$ cat src/hw/rtl/crsf_pkg.sv
// ----------------------------------------------------------------------------
// CRSF receiver package
// Shared widths, register indexes, reset values, codes and the CRC-8 step.
// ----------------------------------------------------------------------------
package crsf_pkg;

  localparam int MAX_PAYLOAD_DEF = 60;

  localparam int BYTE_W    = 8;
  localparam int GAP_W     = 16;
  localparam int STATUS_W  = 2;
  localparam int FLEN_W    = 7;
  localparam int COUNT_W   = 32;
  localparam int CFG_IDX_W = 8;
  localparam int CFG_DAT_W = 16;

  localparam logic [CFG_IDX_W-1:0] REG_ADDR_RADIO  = 8'd0;
  localparam logic [CFG_IDX_W-1:0] REG_ADDR_MODULE = 8'd1;
  localparam logic [CFG_IDX_W-1:0] REG_ADDR_FLIGHT = 8'd2;
  localparam logic [CFG_IDX_W-1:0] REG_TIMEOUT     = 8'd3;

  localparam logic [BYTE_W-1:0] ADDR_RADIO_RST  = 8'hEA;
  localparam logic [BYTE_W-1:0] ADDR_MODULE_RST = 8'hEE;
  localparam logic [BYTE_W-1:0] ADDR_FLIGHT_RST = 8'hC8;
  localparam logic [GAP_W-1:0]  TIMEOUT_RST     = 16'd20;

  localparam logic [STATUS_W-1:0] ST_NONE    = 2'd0;
  localparam logic [STATUS_W-1:0] ST_GOOD    = 2'd1;
  localparam logic [STATUS_W-1:0] ST_CRC_ERR = 2'd2;
  localparam logic [STATUS_W-1:0] ST_LEN_ERR = 2'd3;

  localparam logic [2:0] PH_HUNT    = 3'd0;
  localparam logic [2:0] PH_LEN     = 3'd1;
  localparam logic [2:0] PH_TYPE    = 3'd2;
  localparam logic [2:0] PH_PAYLOAD = 3'd3;
  localparam logic [2:0] PH_CRC     = 3'd4;

  localparam logic [BYTE_W-1:0] RC_TYPE        = 8'h16;
  localparam logic [BYTE_W-1:0] RC_MIN_PAYLOAD = 8'd22;
  localparam logic [BYTE_W-1:0] MIN_LENGTH     = 8'd3;
  localparam logic [BYTE_W-1:0] CRC_POLY       = 8'hD5;

  typedef struct packed {
    logic [BYTE_W-1:0] addr_radio;
    logic [BYTE_W-1:0] addr_module;
    logic [BYTE_W-1:0] addr_flight;
    logic [GAP_W-1:0]  timeout_ms;
  } cfg_t;

  function automatic logic [BYTE_W-1:0] crc8_step(input logic [BYTE_W-1:0] crc,
                                                  input logic [BYTE_W-1:0] b);
    logic [BYTE_W-1:0] c;
    c = crc ^ b;
    for (int i = 0; i < BYTE_W; i++) begin
      if (c[BYTE_W-1]) begin
        c = (c << 1) ^ CRC_POLY;
      end else begin
        c = c << 1;
      end
    end
    return c;
  endfunction

endpackage

$ cat src/hw/rtl/crsf_frame_receiver.sv
// ----------------------------------------------------------------------------
// CRSF frame receiver
// The result of each input transfer is registered onto the master side in the
// cycle after it. Throughput: one byte per cycle; the parser state and running
// CRC-8 update on each accepted byte. A result that waits on the master side
// holds off the slave side, and a new byte enters in the cycle it is taken.
// Reset clears the parser state, counters and output valid, and restores the
// configuration registers to their default values.
// ----------------------------------------------------------------------------
module crsf_frame_receiver #(
  parameter int MAX_PAYLOAD = crsf_pkg::MAX_PAYLOAD_DEF
) (
  input  logic                           clk,
  input  logic                           rst,
  input  logic                           s_tvalid,
  output logic                           s_tready,
  input  logic [23:0]                    s_tdata,   // rx_byte, gap_ms
  output logic                           m_tvalid,
  input  logic                           m_tready,
  // status, timed_out, frame_length, frame_type, rc_channels, good_total,
  // error_total, then five zero bits
  output logic [87:0]                    m_tdata,
  input  logic                           cfg_valid,
  output logic                           cfg_ready,
  input  logic [crsf_pkg::CFG_IDX_W-1:0] cfg_index,
  input  logic [crsf_pkg::CFG_DAT_W-1:0] cfg_data
);
  import crsf_pkg::*;

  localparam int PW = $clog2(MAX_PAYLOAD + 1);
  localparam logic [BYTE_W-1:0] MAX_LENGTH = BYTE_W'(MAX_PAYLOAD + 2);

  cfg_t cfg;

  crsf_regs u_cfg (
    .clk       (clk),
    .rst       (rst),
    .cfg_valid (cfg_valid),
    .cfg_ready (cfg_ready),
    .cfg_index (cfg_index),
    .cfg_data  (cfg_data),
    .cfg       (cfg)
  );

  logic [BYTE_W-1:0] rx_byte;
  logic [GAP_W-1:0]  gap_ms;
  logic              accept;

  assign rx_byte  = s_tdata[BYTE_W-1:0];
  assign gap_ms   = s_tdata[BYTE_W+GAP_W-1:BYTE_W];
  assign s_tready = !m_tvalid || m_tready;
  assign accept   = s_tvalid && s_tready;

  logic [2:0]         phase, phase_next;
  logic [PW-1:0]      payload_needed, payload_needed_next;
  logic [PW-1:0]      payload_seen, payload_seen_next;
  logic [BYTE_W-1:0]  crc_running, crc_running_next;
  logic [BYTE_W-1:0]  type_held, type_held_next;
  logic [COUNT_W-1:0] good_frames, good_frames_next;
  logic [COUNT_W-1:0] bad_events, bad_events_next;

  logic [STATUS_W-1:0] r_status, status_next;
  logic                r_timed_out, timed_out_next;
  logic [FLEN_W-1:0]   r_frame_length, frame_length_next;
  logic [BYTE_W-1:0]   r_frame_type, frame_type_next;
  logic                r_rc, rc_next;

  logic [2:0]    ph;
  logic          bad_hit;
  logic [PW-1:0] seen_inc;

  always_comb begin
    ph                  = phase;
    bad_hit             = 1'b0;
    timed_out_next      = 1'b0;
    status_next         = ST_NONE;
    frame_length_next   = '0;
    frame_type_next     = '0;
    rc_next             = 1'b0;
    payload_needed_next = payload_needed;
    payload_seen_next   = payload_seen;
    crc_running_next    = crc_running;
    type_held_next      = type_held;
    good_frames_next    = good_frames;
    seen_inc            = payload_seen + PW'(1);

    if (phase != PH_HUNT && gap_ms > cfg.timeout_ms) begin
      ph             = PH_HUNT;
      bad_hit        = 1'b1;
      timed_out_next = 1'b1;
    end

    phase_next = ph;
    case (ph)
      PH_HUNT: begin
        if (rx_byte == cfg.addr_radio || rx_byte == cfg.addr_module ||
            rx_byte == cfg.addr_flight) begin
          phase_next = PH_LEN;
        end
      end
      PH_LEN: begin
        if (rx_byte < MIN_LENGTH || rx_byte > MAX_LENGTH) begin
          phase_next  = PH_HUNT;
          bad_hit     = 1'b1;
          status_next = ST_LEN_ERR;
        end else begin
          payload_needed_next = PW'(rx_byte - 8'd2);
          payload_seen_next   = '0;
          crc_running_next    = '0;
          phase_next          = PH_TYPE;
        end
      end
      PH_TYPE: begin
        type_held_next   = rx_byte;
        crc_running_next = crc8_step('0, rx_byte);
        phase_next       = PH_PAYLOAD;
      end
      PH_PAYLOAD: begin
        crc_running_next  = crc8_step(crc_running, rx_byte);
        payload_seen_next = seen_inc;
        if (seen_inc >= payload_needed) begin
          phase_next = PH_CRC;
        end
      end
      PH_CRC: begin
        phase_next        = PH_HUNT;
        frame_length_next = FLEN_W'(payload_needed) + FLEN_W'(4);
        frame_type_next   = type_held;
        if (crc_running == rx_byte) begin
          good_frames_next = good_frames + COUNT_W'(1);
          status_next      = ST_GOOD;
          rc_next          = (type_held == RC_TYPE) &&
                             (BYTE_W'(payload_needed) >= RC_MIN_PAYLOAD);
        end else begin
          bad_hit     = 1'b1;
          status_next = ST_CRC_ERR;
        end
      end
      default: begin
        phase_next = PH_HUNT;
        bad_hit    = 1'b1;
      end
    endcase

    bad_events_next = bad_events + COUNT_W'(bad_hit);
  end

  always_ff @(posedge clk) begin
    if (rst) begin
      phase          <= PH_HUNT;
      payload_needed <= '0;
      payload_seen   <= '0;
      crc_running    <= '0;
      type_held      <= '0;
      good_frames    <= '0;
      bad_events     <= '0;
      m_tvalid       <= 1'b0;
    end else begin
      if (accept) begin
        phase          <= phase_next;
        payload_needed <= payload_needed_next;
        payload_seen   <= payload_seen_next;
        crc_running    <= crc_running_next;
        type_held      <= type_held_next;
        good_frames    <= good_frames_next;
        bad_events     <= bad_events_next;
        m_tvalid       <= 1'b1;
      end else if (m_tready) begin
        m_tvalid <= 1'b0;
      end
    end
  end

  always_ff @(posedge clk) begin
    if (accept) begin
      r_status       <= status_next;
      r_timed_out    <= timed_out_next;
      r_frame_length <= frame_length_next;
      r_frame_type   <= frame_type_next;
      r_rc           <= rc_next;
    end
  end

  assign m_tdata = {5'b0, bad_events, good_frames, r_rc, r_frame_type,
                    r_frame_length, r_timed_out, r_status};

  a_result_follows: assert property (@(posedge clk) disable iff (rst)
    accept |=> m_tvalid)
    else $error("accepted byte produced no result");

  a_good_counts: assert property (@(posedge clk) disable iff (rst)
    accept |=> good_frames == $past(good_frames) +
               COUNT_W'(r_status == ST_GOOD))
    else $error("good frame counter out of step with status");

  a_rc_needs_good: assert property (@(posedge clk) disable iff (rst)
    (m_tvalid && r_rc) |-> (r_status == ST_GOOD))
    else $error("rc_channels flagged on a frame that is not good");

  a_timeout_counts: assert property (@(posedge clk) disable iff (rst)
    accept |=> (!r_timed_out || bad_events == $past(bad_events) + COUNT_W'(1)))
    else $error("timeout not counted as an error");

endmodule

$ cat src/hw/rtl/crsf_cfg.sv
// ----------------------------------------------------------------------------
// CRSF configuration registers
// Holds the three sync addresses and the inter-byte timeout.
// ----------------------------------------------------------------------------
module crsf_regs (
  input  logic                              clk,
  input  logic                              rst,
  input  logic                              cfg_valid,
  output logic                              cfg_ready,
  input  logic [crsf_pkg::CFG_IDX_W-1:0]    cfg_index,
  input  logic [crsf_pkg::CFG_DAT_W-1:0]    cfg_data,
  output crsf_pkg::cfg_t                    cfg
);
  import crsf_pkg::*;

  cfg_t regs;

  assign cfg_ready = 1'b1;
  assign cfg       = regs;

  always_ff @(posedge clk) begin
    if (rst) begin
      regs.addr_radio  <= ADDR_RADIO_RST;
      regs.addr_module <= ADDR_MODULE_RST;
      regs.addr_flight <= ADDR_FLIGHT_RST;
      regs.timeout_ms  <= TIMEOUT_RST;
    end else if (cfg_valid && cfg_ready) begin
      case (cfg_index)
        REG_ADDR_RADIO:  regs.addr_radio  <= cfg_data[BYTE_W-1:0];
        REG_ADDR_MODULE: regs.addr_module <= cfg_data[BYTE_W-1:0];
        REG_ADDR_FLIGHT: regs.addr_flight <= cfg_data[BYTE_W-1:0];
        REG_TIMEOUT:     regs.timeout_ms  <= cfg_data[GAP_W-1:0];
        default: ;
      endcase
    end
  end

endmodule
$ cat config.mk
export PLATFORM = sky130hd
export DESIGN_NAME = crsf_frame_receiver
export DESIGN_NICKNAME = d
export VERILOG_FILES = /design/src/hw/rtl/crsf_pkg.sv /design/src/hw/rtl/crsf_frame_receiver.sv /design/src/hw/rtl/crsf_cfg.sv
export SDC_FILE = /design/constraint.sdc
export NUM_CORES = 1
export LEC_CHECK = 0
export BUFFER_PORTS_ARGS = -buffer_cell sky130_fd_sc_hd__buf_2
export CAP_MARGIN = 20
export CORE_MARGIN = 5
export CORE_UTILIZATION = 51
export CTS_CLUSTER_SIZE = 24
export DETAILED_ROUTE_END_ITERATION = 8
export PLACE_DENSITY_LB_ADDON = 0.1
export SLEW_MARGIN = 20
export SYNTH_ARGS = -nofsm -noshare
export SYNTH_HDL_FRONTEND = slang
export SYNTH_SLANG_ARGS = --single-unit
$ cat constraint.sdc
create_clock -name clk -period 3.6 [get_ports clk]
set_input_delay 0.72 -clock clk [delete_from_list [all_inputs] [get_ports clk]]
set_output_delay 0.72 -clock clk [all_outputs]
set_load 0.03 [all_outputs]
## Word level (Yosys, flattened, before mapping)

Index checks and enable logic that the tools add are counted.

- Register bits after elaboration: 155
- Logic and storage cells: 131
- Output and inout port bits: 91
- Input port bits: 53
- Memories kept: 0
- Latch bits: 0
- Bits in writable memories: 0
- ROM bits: 0

- Eq/ne operators: 13
- Bitwise logic cells: 18
- Shift-type cells: 0
- Reduce and logical (&&, ||, !) cells: 25
- Add/subtract/negate cells: 5
- $mul: 0
- Div/mod/pow operators: 0
- Multiplexer cells: 48
- Order comparisons: 5

Operators by type and width:

| kind | count |
|---|---|
| 8-bit two-way mux | 31 |
| 5-bit inverter | 16 |
| 32-bit by 1-bit adder with 32-bit output | 1 |
| 32-bit by 1-bit adder with 32-bit output (second input constant) | 1 |
| 8-bit equality test | 4 |
| 8-bit one-hot mux with 3 select lines | 1 |
| 8-bit by 2-bit equality test with 1-bit output (second input constant) | 2 |
| 16-bit greater-than comparator | 1 |
| 3-bit one-hot mux with 4 select lines | 1 |
| 6-bit one-hot mux with 2 select lines | 1 |
| 2-bit AND reduction | 6 |
| 3-bit AND reduction | 4 |
| 3-bit two-way mux | 3 |
| 8-bit by 1-bit equality test with 1-bit output (second input constant) | 1 |
| 8-bit by 5-bit equality test with 1-bit output (second input constant) | 1 |
| 8-bit by 6-bit greater-than comparator with 1-bit output (second input constant) | 1 |
| 8-bit zero test | 1 |
| 8-bit by 2-bit < comparator with 1-bit output (second input constant) | 1 |
| 8-bit bitwise XOR | 1 |
| 6-bit by 3-bit adder with 7-bit output (second input constant) | 1 |
| 6-bit by 1-bit adder with 6-bit output (second input constant) | 1 |
| 3-bit by 2-bit equality test with 1-bit output (second input constant) | 2 |
| 6-bit by 5-bit greater-or-equal comparator with 1-bit output (second input constant) | 1 |
| 6-bit greater-or-equal comparator | 1 |
| other kinds (17) | 30 |

## Longest topological paths before layout

- Depth in word-level cells: 26
- Mapped depth: 18

## Modules after synthesis

Synthesis repeated with hierarchy kept, for this count alone.

- Cell total of the unflattened synthesis: 956
- Area, all modules: 8720.9 sq um

By module, submodules not included:

| module | area each (sq um) | cells each | instances | seq. area each (sq um) |
|---|---|---|---|---|
| crsf_frame_receiver | 7044.3 | 793 | 1 | 2492.4 |
| crsf_regs | 1676.6 | 163 | 1 | 800.8 |

## Worst setup path after synthesis

OpenSTA, ideal clock, no wires.

- Kind: input -> register
- From: in s_tdata[22]
- To: reg bad_events[26]
- Setup time: 0.128 ns
- Data required time: 3.472 ns
- Slack: 0.048 ns
- Stages on the path: 15
- Arrival: 3.425 ns
- Path through: ha_1 -> nand4_2 -> nor4_2 -> o21ai_0 -> a31o_4 -> o21ai_0 -> ha_1 -> ha_1 -> nand4_1 -> nor3_1 -> and2_1 -> clkbuf_1 -> nand3_1 -> xor2_1 -> nor2_1

- Longest elaborated chain between the ends: 7
- Elaborated cells between the ends (all ways): 14

RTL lines:

| element | RTL line | source |
|---|---|---|
| from (decl) | crsf_frame_receiver.sv:17 | `input logic [23:0] s_tdata,` |
| 16-bit greater-than comparator (*) | crsf_frame_receiver.sv:87 | `if (phase != PH_HUNT && gap_ms > cfg.timeout_ms) begin` |
| 1-bit logical AND (*) | crsf_frame_receiver.sv:87 |  |
| 3-bit two-way mux | crsf_frame_receiver.sv:87 |  |
| 3-bit by 2-bit equality test with 1-bit output or 3-bit zero test (tied branches) | crsf_frame_receiver.sv:94 | `case (ph)` |
| 3-bit OR reduction (no line) | n/a |  |
| 1-bit one-hot mux with 3 select lines (*) | crsf_frame_receiver.sv:94 |  |
| 32-bit by 1-bit adder with 32-bit output (*) | crsf_frame_receiver.sv:145 | `bad_events_next = bad_events + COUNT_W'(bad_hit);` |
| to (signal assigned) | crsf_frame_receiver.sv:166 | `bad_events <= bad_events_next;` |
| to (decl) | crsf_frame_receiver.sv:60 | `logic [COUNT_W-1:0] bad_events, bad_events_next;` |

Mark *: on every way between the ends. The rest lies on a longest branch, timed or not.
A chain may end at the register's enable or synchronous reset.

## Final worst setup path

- From: in s_tdata[22]
- To: reg bad_events[22]

The elaborated chain is that of the path after synthesis.

==> key figures <==
Worst setup path
  • Slowest CP cell: nor4_2
  • Critical R2R Launch: u_cfg.cfg[14]
  • Setup CP Type: in -> reg
  • CP startpoint kind: input port
  • Worst R2R End: bad_events[22]
  • CP Cell Sequence: buf_2, ha_1, nand4_2, nor4_2, o21ai_0, a31o_4, o21ai_0, ha_1, ha_1, nand4_1, nor3_1, and2_1, nand3_1, xor2_1, nor2_1
  • Crit path top cell by count: ha_1
  • Crit path capture type: flop
  • Crit path required time: 3.90 ns
  • Setup slack, reg-to-reg: around 0.38 ns
  • Critical Path AT: 3.53 ns
  • CP max FO: 6
  • Max incr delay on CP: 0.35 ns
  • FF-to-FF path depth: 15

Floorplanning
  • Height of the die: 136 um
  • Chip Width: 136 um
  • Die ar.: ~18000 sq um
  • Rows: 46
  • Core area: 15700 sq um
  • Starting Density: 0.514
  • I/O pin total: 144

Cells and area
  • FILL cells: 1389
  • Layout Cells excl Fill: 1268
  • Multi-input logic area: 4390 sq um
  • Most frequent cells in the layout: dfxtp_1 (136), buf_2 (136), nor2_1 (125), xnor2_1 (69), a21oi_1 (48)
  • Ant diodes: 0
  • Final Instance Area: 9650 sq um
  • Fin nets: 1125
  • Storage cell area: around 3300 sq um
  • Area growth from synthesis to layout: 20.0%
  • Fraction of layout cells with a size suffix above 1: 0.204

Timing
  • Final hold violations: 0
  • Final worst slack: 0.369 ns
  • Total negative slack: 0 ns
  • Post-route clock skew: 0.00984 ns
  • Tcrit/Tclk final: 0.898
  • Fmax: between 0.3 and 0.4 GHz
  • Setup Viol. Count Final: 0
  • Minimum clock period: 3.23 ns
  • Slew margin rel.: 0.559
  • Pins over their slew limit: 0
  • Worst hold slack: 0.459 ns
  • RSZ-0062 raised after global routing: no
  • Least-Margin Pin Slew: 0.662 ns

CTS
  • # resized after CTS: 0
  • CTS tree: built
  • Clock Root Buffer: clkbuf_16
  • CTS Buf Count: 17
  • Clk buf depth: 2
  • Clock-pin transition on the worst setup and hold timing paths: 0.06 ns
  • Clock latency on the worst-skew pair: 0.42 ns
  • Post-CTS Setup Inserts: 0
  • CTS Hold Bufs: 0
  • Num Clock Sinks: 155
  • H-tree Lvls: 4

Routing
  • Via count: 6636
  • Vias per cell: 5.23
  • DR WL/cell: between 10 and 15 um
  • Detailed Route WL: 18300 um
  • DRC violations left: 0
  • DRT iter0 DRCs: 403
  • DR pass1 iterations: 4
  • Routed Antenna Nets: 0

Place
  • Worst slack, placed: -0.0786 ns
  • Placed instance count: 1237
  • Hpwl dp: around 13000 um
  • Post-DP Area: 9040 sq um
  • RePlAce Congestion: around 0.86
  • Buffers on Ports: 137

Hold path
  • Hold Crit Depth: 1
  • Hold Path Origin: u_cfg.cfg[2]
  • Worst min-delay path endpoint: u_cfg.cfg[2]
  • Hold WC Path Type: reg -> reg

GRT
  • Pin count of the biggest net entering global routing: 76
  • Number of global-route vias before repair: 6284
  • Initial antenna violation count: 0
  • First-pass GRT wire length: 30200 um
  • Total track usage: 0.201
  • Gr ovfl total: 0

Logic synthesis
  • Yosys warning total: 0
  • FFs w/ async S/R, synth: 0
  • Library cells used by synthesis: 61
  • Cell area after synthesis: 8040 sq um
  • Synth Register Bits: between 150 and 200
  • Top post-synthesis cells by area: dfxtp_1 (34%), xnor2_1 (7.5%), edfxtp_1 (7.1%), nor2_1 (5.8%), ha_1 (5.0%)
  • Seq/Total Area, Yosys: 0.409
  • Post-synth EDFFs: 19
  • Syn_area_per_cell: 8.96 sq um
  • Yosys top cell by area: dfxtp_1
  • Top_reg_cell synth: dfxtp_1
  • Gate Count Post-Synth: 898
  • Share of the synthesized area in the top cell type: 0.338

Power and ir drop
  • Leakage: around 4.0 nW
  • Max VDD drop: between 0.0003 and 0.0004 V
  • PwrDens: 408 nW/um^2

Status
  • Status: completed

Flow run
  • Max_cap viols: 0
[registers in the layout (all words and copies together) (netlist names)]
register	flops
r_frame_type	8
bad_events	32
m_tvalid	1
phase	3
type_held	8
payload_needed	6
r_timed_out	1
r_status	2
good_frames	32
r_rc	1
payload_seen	6
r_frame_length	7
crc_running	8
u_cfg.cfg	40
[area by class of cell]
class,instances,share of cell area
multi-input cells,657,0.454
flip-flops and latches,155,0.341
repair buffers,169,0.0975
clock buffers,23,0.0485
well taps,216,0.0280
inverters,40,0.0158
clock inverters,8,0.0148
[cell usage after synthesis (4+ instances only)]
| library cell | count |
|---|---|
| edfxtp_1 | 19 |
| ha_1 | 32 |
| xor2_1 | 39 |
| mux2_2 | 5 |
| a22o_1 | 8 |
| xnor2_1 | 69 |
| nor2_1 | 125 |
| a211oi_1 | 4 |
| buf_1 | 5 |
| nand3_1 | 37 |
| o21ai_0 | 30 |
| and4_1 | 9 |
| nand4_1 | 28 |
| nand2_1 | 40 |
| clkbuf_1 | 30 |
| inv_1 | 38 |
| a211o_1 | 17 |
| and3_1 | 21 |
| mux2i_1 | 30 |
| buf_2 | 6 |
| a21oi_1 | 48 |
| or4_1 | 4 |
| o31ai_1 | 4 |
| nand2b_1 | 10 |
| nor2b_1 | 14 |
| nor4_1 | 7 |
| buf_4 | 8 |
| or3_1 | 16 |
| nor3_1 | 13 |
| dfxtp_1 | 136 |
[critical path, delay by kind of cell]
family          cells  cell delay, ns
compound gates      3            0.52
simple gates        7            1.35
buf+inv             1            0.10
fa+ha+maj           3            0.71
xor+xnor            1            0.14
[power breakdown]
group	leakage (nW)	internal (W)	total [W]	switching [W]
combinational	2.44	0.000123	0.000308	0.000184
clock	0.297	0.00119	0.00187	0.000683
sequential	1.29	0.00176	0.00176	0.00000266
[per-layer routing]
metal	vias up	GRT usage	wire length (um)
met5	-	0	0
met4	0	0.0554	212
met3	16	0.0501	978
met2	120	0.324	8480
met1	3096	0.268	8640
li1	3404	-	-
[worst max-delay path by stage]
stage | start | endpoint | slack (ns) | cells past startpoint
floorplan | s_tdata[22] | bad_events[26] | 0.05 | 15
global placement | s_tdata[22] | bad_events[26] | 0.05 | 15
detailed placement | s_tdata[22] | bad_events[24] | -0.08 | 15
CTS | u_cfg.cfg[14] | bad_events[24] | 0.35 | 15
global route | u_cfg.cfg[14] | bad_events[24] | 0.008 | 15
finish | s_tdata[22] | bad_events[22] | 0.37 | 15
[kinds of logic (layout without fill, tap and decap cells)]
logic type / Yosys count / in the layout / synth area share
simple gates: 347 / 347 / 0.223
flops: 155 / 155 / 0.409
compound gates: 127 / 127 / 0.101
xor+xnor: 110 / 110 / 0.123
buf+inv: 90 / 240 / 0.0479
mux: 35 / 35 / 0.0443
fa+ha+maj: 32 / 32 / 0.0498
other cells: 2 / 6 / 0.000934
[metrics by stage]
step | util | total power (W)
2_1_floorplan | - | 0.00202
3_5_place_dp | 0.578 | 0.00211
6_report | 0.617 | 0.00394
4_1_cts | 0.617 | 0.00397
3_3_place_gp | 0.578 | 0.00211
5_1_grt | 0.617 | 0.00409
Note: power is estimated with default switching activity, not from simulation.
